## config.mk

```make
export PLATFORM = sky130hd
export DESIGN_NAME = led_frame_packet_loader_top
export DESIGN_NICKNAME = d
export VERILOG_FILES = /design/src/rtl/core/lfpl_pkg.sv /design/src/rtl/core/lfpl_parser.sv /design/src/rtl/core/led_frame_packet_loader_top.sv
export SDC_FILE = /design/constraint.sdc
export NUM_CORES = 1
export LEC_CHECK = 0
export BUFFER_PORTS_ARGS = -buffer_cell sky130_fd_sc_hd__buf_2
export CAP_MARGIN = 20
export CELL_PAD_IN_SITES_DETAIL_PLACEMENT = 1
export CELL_PAD_IN_SITES_GLOBAL_PLACEMENT = 2
export CORE_MARGIN = 2
export CORE_UTILIZATION = 39
export CTS_CLUSTER_DIAMETER = 100
export DETAILED_ROUTE_END_ITERATION = 10
export HOLD_SLACK_MARGIN = 0.06
export PLACE_DENSITY = 0.89
export SYNTH_ARGS = -nofsm -noshare
export SYNTH_HDL_FRONTEND = slang
export SYNTH_HIERARCHICAL = 1
export SYNTH_SLANG_ARGS = --single-unit
```

## constraint.sdc

```tcl
create_clock -name clk -period 5.25 [get_ports clk]
set_input_delay 1.05 -clock clk [delete_from_list [all_inputs] [get_ports clk]]
set_output_delay 1.05 -clock clk [all_outputs]
set_load 0.05 [all_outputs]
```

## src/rtl/core/lfpl_pkg.sv

```systemverilog
// ----------------------------------------------------------------------------
// lfpl_pkg
// shared constants, parser phase codes and the pixel write record
// ----------------------------------------------------------------------------
package lfpl_pkg;

	localparam int NUM_COLUMNS    = 64;
	localparam int SCAN_MULTIPLEX = 16;
	localparam int NUM_ROWS       = 2 * SCAN_MULTIPLEX;

	localparam int ROW_W    = 6;
	localparam int COLUMN_W = 14;
	localparam int BYTE_W   = 8;

	localparam int PIX_ROW_W = 5;
	localparam int PIX_COL_W = 6;

	// tdata widths: one byte in, 35 bits of fields out padded to 40
	localparam int IN_TDATA_W  = 8;
	localparam int OUT_FIELD_W = PIX_ROW_W + PIX_COL_W + 3 * BYTE_W;
	localparam int OUT_TDATA_W = ((OUT_FIELD_W + 7) / 8) * 8;
	localparam int OUT_TUSER_W = 2;

	localparam logic [ROW_W:0]    ROWS_LIM = (ROW_W + 1)'(NUM_ROWS);
	localparam logic [COLUMN_W:0] COLS_LIM = (COLUMN_W + 1)'(NUM_COLUMNS);

	typedef enum logic [2:0] {
		PH_IDLE  = 3'd0,
		PH_HDR1  = 3'd1,
		PH_RED   = 3'd2,
		PH_GREEN = 3'd3,
		PH_BLUE  = 3'd4
	} phase_t;

	typedef struct packed {
		logic                 buffer_select;
		logic [PIX_ROW_W-1:0] pixel_row;
		logic [PIX_COL_W-1:0] pixel_column;
		logic [BYTE_W-1:0]    red;
		logic [BYTE_W-1:0]    green;
		logic [BYTE_W-1:0]    blue;
		logic                 pixel_valid;
		logic                 frame_done;
	} pix_write_t;

endpackage

```

## src/rtl/core/lfpl_parser.sv

```systemverilog
// ----------------------------------------------------------------------------
// lfpl_parser
// header and colour triple parsing, position tracking and buffer toggling
// ----------------------------------------------------------------------------
module lfpl_parser
	import lfpl_pkg::*;
(
	input  logic              clk,
	input  logic              arst_n,
	input  logic              step,
	input  logic [BYTE_W-1:0] byte_value,
	input  logic              packet_start,
	output logic              has_result,
	output pix_write_t        result
);

	phase_t               phase_q, phase_d;
	logic [ROW_W-1:0]     row_q, row_d;
	logic [COLUMN_W-1:0]  col_q, col_d;
	logic                 half_q, half_d;
	logic [BYTE_W-1:0]    red_q, red_d;
	logic [BYTE_W-1:0]    green_q, green_d;
	logic [BYTE_W-1:0]    hdr_q, hdr_d;

	logic [COLUMN_W:0]    col_inc;
	logic [ROW_W:0]       row_inc;
	logic                 in_frame;
	logic                 col_wrap;
	logic                 row_wrap;

	always_ff @(posedge clk or negedge arst_n) begin
		if (!arst_n) begin
			phase_q <= PH_IDLE;
			row_q   <= '0;
			col_q   <= '0;
			half_q  <= 1'b0;
			red_q   <= '0;
			green_q <= '0;
			hdr_q   <= '0;
		end else if (step) begin
			phase_q <= phase_d;
			row_q   <= row_d;
			col_q   <= col_d;
			half_q  <= half_d;
			red_q   <= red_d;
			green_q <= green_d;
			hdr_q   <= hdr_d;
		end
	end

	always_comb begin
		col_inc  = {1'b0, col_q} + (COLUMN_W + 1)'(1);
		row_inc  = {1'b0, row_q} + (ROW_W + 1)'(1);
		in_frame = ({1'b0, row_q} < ROWS_LIM) && ({1'b0, col_q} < COLS_LIM);
		col_wrap = col_inc >= COLS_LIM;
		row_wrap = row_inc >= ROWS_LIM;

		phase_d    = phase_q;
		row_d      = row_q;
		col_d      = col_q;
		half_d     = half_q;
		red_d      = red_q;
		green_d    = green_q;
		hdr_d      = hdr_q;
		has_result = 1'b0;

		result.buffer_select = half_q;
		result.pixel_row     = in_frame ? row_q[PIX_ROW_W-1:0] : '0;
		result.pixel_column  = in_frame ? col_q[PIX_COL_W-1:0] : '0;
		result.red           = red_q;
		result.green         = green_q;
		result.blue          = byte_value;
		result.pixel_valid   = in_frame;
		result.frame_done    = col_wrap && row_wrap;

		if (packet_start) begin
			// a new header always wins, any partial triple is dropped
			hdr_d   = byte_value;
			phase_d = PH_HDR1;
		end else begin
			unique case (phase_q)
				PH_HDR1: begin
					row_d   = hdr_q[BYTE_W-1:2];
					col_d   = {hdr_q[5:0], byte_value};
					phase_d = PH_RED;
				end
				PH_RED: begin
					red_d   = byte_value;
					phase_d = PH_GREEN;
				end
				PH_GREEN: begin
					green_d = byte_value;
					phase_d = PH_BLUE;
				end
				PH_BLUE: begin
					has_result = 1'b1;
					phase_d    = PH_RED;
					if (col_wrap) begin
						col_d = '0;
						if (row_wrap) begin
							row_d  = '0;
							half_d = ~half_q;
						end else begin
							row_d = row_inc[ROW_W-1:0];
						end
					end else begin
						col_d = col_inc[COLUMN_W-1:0];
					end
				end
				default: begin
					phase_d = PH_IDLE;
				end
			endcase
		end
	end

endmodule

```

## src/rtl/core/led_frame_packet_loader_top.sv

```systemverilog
// ----------------------------------------------------------------------------
// led_frame_packet_loader_top
// turns a packet byte stream into pixel writes for a double frame buffer
// ----------------------------------------------------------------------------
//  channel  | dir | tdata                        | tuser                   | tlast
//  s_axis   | in  | byte_value                   | packet_start            | -
//  m_axis   | out | row, column, red, green, blue| buffer_select, pix_valid| frame_done
//
//  one byte is taken every cycle unless a blue byte waits on a stalled m_axis
//  a blue byte gives one pixel write via input register, parse logic, result register
//  header and red/green bytes give no transaction on m_axis
//  a stalled m_axis holds its transaction; bytes that give no write still flow
//  reset clears parser state, write half and both valid flags
module led_frame_packet_loader_top
	import lfpl_pkg::*;
(
	input  logic                   clk,
	input  logic                   arst_n,
	input  logic                   s_axis_tvalid,
	output logic                   s_axis_tready,
	input  logic [IN_TDATA_W-1:0]  s_axis_tdata,  // byte_value
	input  logic                   s_axis_tuser,  // packet_start
	output logic                   m_axis_tvalid,
	input  logic                   m_axis_tready,
	output logic [OUT_TDATA_W-1:0] m_axis_tdata,  // pixel_row, pixel_column, red, green, blue
	output logic [OUT_TUSER_W-1:0] m_axis_tuser,  // buffer_select, pixel_valid
	output logic                   m_axis_tlast   // frame_done
);

	logic              valid_s1;
	logic [BYTE_W-1:0] byte_s1;
	logic              start_s1;

	logic              out_valid_q;
	pix_write_t        out_q;

	logic              has_result;
	pix_write_t        result;
	logic              out_free;
	logic              advance;

	assign out_free      = !out_valid_q || m_axis_tready;
	assign advance       = valid_s1 && (!has_result || out_free);
	assign s_axis_tready = !valid_s1 || advance;

	always_ff @(posedge clk or negedge arst_n) begin
		if (!arst_n) begin
			valid_s1 <= 1'b0;
		end else if (s_axis_tready) begin
			valid_s1 <= s_axis_tvalid;
		end
	end

	always_ff @(posedge clk) begin
		if (s_axis_tready && s_axis_tvalid) begin
			byte_s1  <= s_axis_tdata[BYTE_W-1:0];
			start_s1 <= s_axis_tuser;
		end
	end

	lfpl_parser u_parser (
		.clk          (clk),
		.arst_n       (arst_n),
		.step         (advance),
		.byte_value   (byte_s1),
		.packet_start (start_s1),
		.has_result   (has_result),
		.result       (result)
	);

	always_ff @(posedge clk or negedge arst_n) begin
		if (!arst_n) begin
			out_valid_q <= 1'b0;
		end else if (out_free) begin
			out_valid_q <= advance && has_result;
		end
	end

	always_ff @(posedge clk) begin
		if (out_free && advance && has_result) begin
			out_q <= result;
		end
	end

	assign m_axis_tvalid = out_valid_q;
	assign m_axis_tdata  = {(OUT_TDATA_W - OUT_FIELD_W)'(0), out_q.blue, out_q.green,
		out_q.red, out_q.pixel_column, out_q.pixel_row};
	assign m_axis_tuser  = {out_q.pixel_valid, out_q.buffer_select};
	assign m_axis_tlast  = out_q.frame_done;

endmodule

```

==> flow_summary.yaml, run 1 <==
layout:
  fillers: 1091
  area_growth_pct: 13.9
  fin_nets: 372
  antenna_cells: 0
  design_area_um2: 4640
  regArea_um2: 2660
  multiInputGateArea_um2: 1250
  drive_gt1_share_pct: 29.3
  instances_no_fill: 498
critical_path:
  cpMostUsedCell: "nand2b_1"
  slowest_delay_ns: 0.74
  crit_required_ns: 5.50
  worstSetupStartpointType: "flop"
  critical_path_arrival_ns: 3.70
  crit_fanout: 23
  crit_family: "simple AND/OR/NAND/NOR gates"
  critPathBufInv: 0
  endpoint_kind: "flop"
  cp_slowest_cell: "or3_1"
  crit_chain: "nand2b_1 -> or2_1 -> nor2_1 -> a21boi_1 -> nand2b_1 -> or3_1 -> nor2_2 -> mux2_1"
  path_class: "flop to flop"
detailed_routing:
  routedWlPerCell_um: 17.2
  drtPass1Iterations: 4
  drt_wl_total_um: 8550
  initialDrtViolationCount: 138
  ant_nets: 0
  num_vias: 2534
  avgViaCountPerCell: 5.09
  drc: 0
clocking:
  path_clk_slew_ns: 0.11
  cts_sinks: 97
  post_cts_buffers: 0
  cts_tree: "yes"
  htreeDepth: 3
  cts_resized: 0
  cts.path.max_buffers: 2
  cts_buffers: 9
  clk_root_buffer_cell: "clkbuf_8"
  hold_buffers: 0
  clock_latency_ns: 0.36
sta:
  setup_viol: 0
  fin_crit_ns: 3.45
  post-route-period-util_pct: 65.7
  rsz0062_at_grt: "false"
  timing.hold.ws_ns: 0.457
  finClkSkew_ns: 0.0135
  tns_ns: 0
  slew_headroom_pct: 46.9
  tightest_slew_ns: 0.797
  fmax_mhz: 290
  slew_violations: 0
  hold_viol: 0
global_route:
  grt_first_pass_wirelength_um: 14100
  grt_max_degree: 51
  grt_usage_pct: 16.2
  overflow: 0
  antenna_found_initial: 0
  grt_pass1_vias: 2686
logic_synthesis:
  synth_seq_cells: 97
  synthMuxAreaShare_pct: 7.40
  synth_edf_count: 47
  synth_ff_type: "dfrtp_1"
  synth_seq_area_share_pct: 65.4
  synthXorXnorAreaFrac_pct: 0.645
  avgSynthCellArea_um2: 13.1
  synth_cell_types: 52
  synth_top_family_by_area: "simple AND/OR/NAND/NOR gates"
  netlist.area_leader.share_pct: 34.6
  synth_area_leader_cell: "edfxtp_1"
  yosysWarnings: 6
  synth_compound_area_share_pct: 6.23
  synthCells: 310
  yosys-top-cells-area: "edfxtp_1 35%, dfrtp_1 31%, mux2_2 6.6%, buf_4 2.8%, nand3_1 2.3%"
  synthAdderAreaFrac_pct: 0.614
  async_reset_ff_share_pct: 51.5
  synthSimpleGateAreaFrac_pct: 15.0
  syn_area_um2: 4070
die:
  coreArea_um2: 10200
  die_x_um: 106
  die_height_um: 106
  initial_core_util_pct: 39.8
  fp.dieArea_um2: 11300
  rows: 37
  ioPinCount: 58
outcome:
  outcome: "completed"
pwr:
  p_per_area_nw_per_um2: 426
  vdd_drop_max_mv: 0.199
  p_leak_nw: 1.91
place:
  placed_cells: 480
  portBuffers: 52
  place_hpwl_um: 5820
  place_congestion: 0.833
  placed_area_um2: 4380
flow_run:
  maxCapViolCount: 0
worst_hold_path:
  hp-class: "flop to flop"
[per-stage QoR]
stage	setup slack (ns)	total power, mW	util (%)
after floorplan	1.82	1.35	-
after global placement	1.94	1.44	42.9
after detailed placement	1.74	1.46	42.9
after CTS	1.68	1.99	45.0
after global routing	1.48	2.08	45.4
final	1.80	1.98	45.4
[final cells by class]
class | count | share of cell area [%]
well taps | 136 | 3.67
clock buffers | 9 | 2.67
repair buffers | 56 | 6.77
multi-input cells | 185 | 26.8
inverters | 8 | 0.647
flip-flops and latches | 97 | 57.4
clock inverters | 7 | 2.05
[synthesized netlist by cell type, types with 2 or more instances]
library cell,number
nor3_1,9
dfrtp_1,50
nand4_1,2
nand2b_1,5
nor3b_1,3
buf_2,3
inv_1,8
clkbuf_1,4
nand3_1,19
or2_1,2
and3_1,5
mux2i_1,2
o21ai_0,5
nor2b_1,4
o31ai_1,3
nor2_1,9
and2_1,13
a21o_1,3
edfxtp_1,47
mux2_2,24
ha_1,2
buf_4,15
nand2_1,24
a21oi_1,10
o21ai_1,7
or2_2,2
nor4_1,3
xnor2_1,3
[worst register-to-register path, delay by kind of cell, from the launching register on]
family	cells	cell delay [ns]
AOI/OAI and AO/OA	1	0.31
DFF	1	0.48
muxes	1	0.33
and+or+nand+nor	6	2.22
[worst paths after layout]
kind | from | endpoint | slack (ns) | depth (start not counted)
max in group asynchronous | arst_n | u_parser/phase_q[0] | 3.99 | 2
hold / removal | u_parser/green_q[2] | m_axis_tdata[21] | 0.46 | 0
min in group asynchronous | arst_n | u_parser/row_q[1] | 0.80 | 2
setup / recovery | u_parser/phase_q[0] | u_parser/row_q[1] | 1.80 | 8
setup reg to reg | u_parser/phase_q[0] | u_parser/row_q[1] | 1.80 | 8
hold reg to reg | u_parser/green_q[2] | m_axis_tdata[21] | 0.46 | 0
[logic make-up after synthesis]
kind of cell	after synthesis
multiplexers	27
AND/OR/NAND/NOR	109
adder cells (fa/ha/maj)	2
XOR/XNOR	3
AO/OA/AOI/OAI	39
buffers and inverters	32
flip-flops	97
other	1
[layout by cell type (no fill, tap or decap), types with 7 or more instances in the layout]
cell type and instances:
edfxtp_1 47, nand3_1 19, mux2_2 24, nor2_1 8
and2_1 13, buf_2 52, clkbuf_8 9, o21ai_1 7
nand2_1 24, inv_1 8, nor3_1 9, dfrtp_1 50
a21oi_1 10
[metal layers]
layer,track usage [%],routed length (um)
met2,25.6,4030
met3,3.13,366
met4,6.39,93
met1,22.3,4060
met5,0,0
[sequential cells by signal, indices dropped and copies added (netlist names)]
register,flops
valid_s1,1
u_parser/half_q,1
u_parser/green_q,8
byte_s1,8
start_s1,1
m_axis_tuser,2
u_parser/red_q,8
m_axis_tvalid,1
m_axis_tdata,35
u_parser/phase_q,3
u_parser/hdr_q,8
m_axis_tlast,1
u_parser/col_q,14
u_parser/row_q,6
[power breakdown]
group          internal [mW]  leakage (nW)  switching [mW]
Sequential             0.964          1.05           0.156
Clock                  0.235         0.111           0.290
Combinational          0.162         0.745           0.170
Total                   1.36          1.91           0.616
Power figures use the tool's default switching activity.
==> inputs of run 2 (changes only) <==
Settings changed: ABC_AREA from default to 1, CORE_UTILIZATION 39 to 33, PLACE_DENSITY 0.89 to 0.86.
Clock period 5.25 ns to 2.79 ns, I/O delays scaled along.
==> flow_summary.yaml, run 2 <==
die:
  die_height_um: 118
  coreArea_um2: 12600
  fp.dieArea_um2: 13800
  initial_core_util_pct: 33.7
  ioPinCount: 58
  rows: 41
  die_x_um: 118
detailed_routing:
  avgViaCountPerCell: 4.68
  ant_nets: 0
  drc: 0
  drtPass1Iterations: 4
  drt_wl_total_um: 10500
  num_vias: 3082
  initialDrtViolationCount: 174
  routedWlPerCell_um: 15.9
logic_synthesis:
  synth_ff_type: "dfrtp_1"
  synth_seq_area_share_pct: 62.6
  synth_area_leader_cell: "edfxtp_1"
  synth_cell_types: 27
  netlist.area_leader.share_pct: 33.2
  synth_seq_cells: 97
  syn_area_um2: 4260
  async_reset_ff_share_pct: 51.5
  synthCells: 429
  synth_commonest_cells: "102 x nand2_1, 50 x dfrtp_1, 47 x edfxtp_1"
  avgSynthCellArea_um2: 9.92
  yosys-top-cells-area: "edfxtp_1 33%, dfrtp_1 29%, nand2_1 9.0%, o21ai_0 4.1%, inv_1 4.1%"
  yosysWarnings: 6
  synth.most_common_cell: "nand2_1"
  synth_edf_count: 47
layout:
  antenna_cells: 0
  area_growth_pct: 16.6
  largest_register_ffs: 35
  drive_gt1_share_pct: 19.5
  design_area_um2: 4960
  fin_nets: 497
  layout_common_cells: "101 x nand2_1, 52 x buf_2, 50 x dfrtp_1, 47 x edfxtp_1, 45 x inv_1"
  regArea_um2: 2660
  final_common_cell: "nand2_1"
  multiInputGateArea_um2: 1280
  fillers: 1482
  instances_no_fill: 659
worst_hold_path:
  hp-class: "input pin to async pin"
sta:
  rsz0062_at_grt: "false"
  tightest_slew_ns: 0.604
  timing.hold.ws_ns: 0.168
  setup_viol: 0
  slew_violations: 0
  hold_viol: 0
  fmax_mhz: 403
  fin_crit_ns: 2.48
  finClkSkew_ns: 0.00554
  post-route-period-util_pct: 89.0
  tns_ns: 0
  slew_headroom_pct: 59.6
pwr:
  p_leak_nw: 2.27
  p_sw_mw: 1.50
  comb_power_share_pct: 22.7
  switching_share_pct: 35.2
  p_seq_share_pct: 49.0
  clkPwrFrac_pct: 28.3
  p_per_area_nw_per_um2: 861
  vdd_drop_max_mv: 0.273
  p_int_mw: 2.76
clocking:
  cts.path.max_buffers: 2
  htreeDepth: 3
  clk_root_buffer_cell: "clkbuf_16"
  clock_latency_ns: 0.34
  path_clk_slew_ns: 0.07
  cts_tree: "yes"
  cts_buffers: 9
  cts_sinks: 97
critical_path:
  reg2reg_depth: 16
  crit_required_ns: 3.02
  worstSetupStartpointType: "flop"
  crit_fanout: 8
  path_class: "flop to flop"
  r2r_slack_ns: 0.31
  critical_path_arrival_ns: 2.72
  endpoint_kind: "flop"
outcome:
  outcome: "completed"
flow_run:
  maxCapViolCount: 0
global_route:
  grt_max_degree: 31
  grt_usage_pct: 15.6
  antenna_found_initial: 0
  grt_pass1_vias: 3307
  overflow: 0
  grt_first_pass_wirelength_um: 17200
place:
  placed_area_um2: 4640
  placed_cells: 639
  place_congestion: 0.854
  place_hpwl_um: 7430
  portBuffers: 52
run 2: what timing repair did:
item	CTS	global route
setup buffers	0	1
setup endpoints to repair	0	24
gates resized for setup	0	5
hold buffers	0	0
run 2: metal layers:
layer / global-route usage [%] / share of wire [%] / vias to the layer above
met5: 0 / 0 / -
met1: 20.5 / 47 / 1518
met4: 4.82 / 1.4 / 0
met2: 26.4 / 49 / 55
li1: - / - / 1496
met3: 2.86 / 3.5 / 13
run 2: kinds of logic after synthesis:
| family | after synthesis | share of synthesized area (%) |
|---|---|---|
| compound gates | 52 | 6.35 |
| buf+inv | 72 | 7.82 |
| simple gates | 199 | 21.3 |
| fa+ha+maj | 2 | 0.588 |
| flops | 97 | 62.6 |
| other cells | 1 | 0.0881 |
| xor+xnor | 6 | 1.23 |
run 2: stage by stage:
step	total power [mW]	utilization, %	worst slack, ns
2_1_floorplan	2.78	-	0.121
3_3_place_gp	3.01	36.8	0.405
3_5_place_dp	3.07	36.8	0.236
4_1_cts	4.29	39.0	0.145
5_1_grt	4.55	39.3	0.0157
6_report	4.27	39.3	0.307
run 2: final cells by class:
class | count | area share [%]
flip-flops and latches | 97 | 53.7
multi-input cells | 264 | 25.8
repair buffers | 59 | 6.31
clock buffers | 11 | 4.89
well taps | 172 | 4.34
inverters | 48 | 3.71
clock inverters | 5 | 0.933
repair inverters | 3 | 0.404
run 2: worst max-delay path: stages, from the launching register on:
cell,delay [ns]
dfrtp_1,0.42
nor2_1,0.14
inv_2,0.11
nor2_4,0.10
inv_1,0.06
nor2_1,0.20
nand3_1,0.11
nand2_1,0.06
inv_1,0.05
inv_1,0.10
nor2_1,0.10
inv_1,0.08
nor2_1,0.05
nand2_2,0.21
clkinvlp_2,0.35
nand3_1,0.18
nand2_1,0.06
run 2: final timing paths:
check / from / endpoint
worst max register to register: u_parser/phase_q[0] / u_parser/row_q[2]
worst min-delay path: arst_n / u_parser/green_q[7]
worst min register to register: u_parser/red_q[3] / m_axis_tdata[14]
worst max-delay path: u_parser/phase_q[0] / u_parser/row_q[2]
max in group asynchronous: arst_n / u_parser/col_q[1]
min in group clk: s_axis_tdata[7] / byte_s1[7]
run 2: power by group through the flow:
| stage | Sequential (mW) | Combinational (mW) | Clock (mW) |
|---|---|---|---|
| 3_5_place_dp | 2.12 | 0.954 | 0 |
| 6_report | 2.09 | 0.969 | 1.21 |
| 3_3_place_gp | 2.10 | 0.909 | 0 |
| 4_1_cts | 2.09 | 0.965 | 1.23 |
| 2_1_floorplan | 2.03 | 0.754 | 0 |
| 5_1_grt | 2.14 | 1.11 | 1.30 |
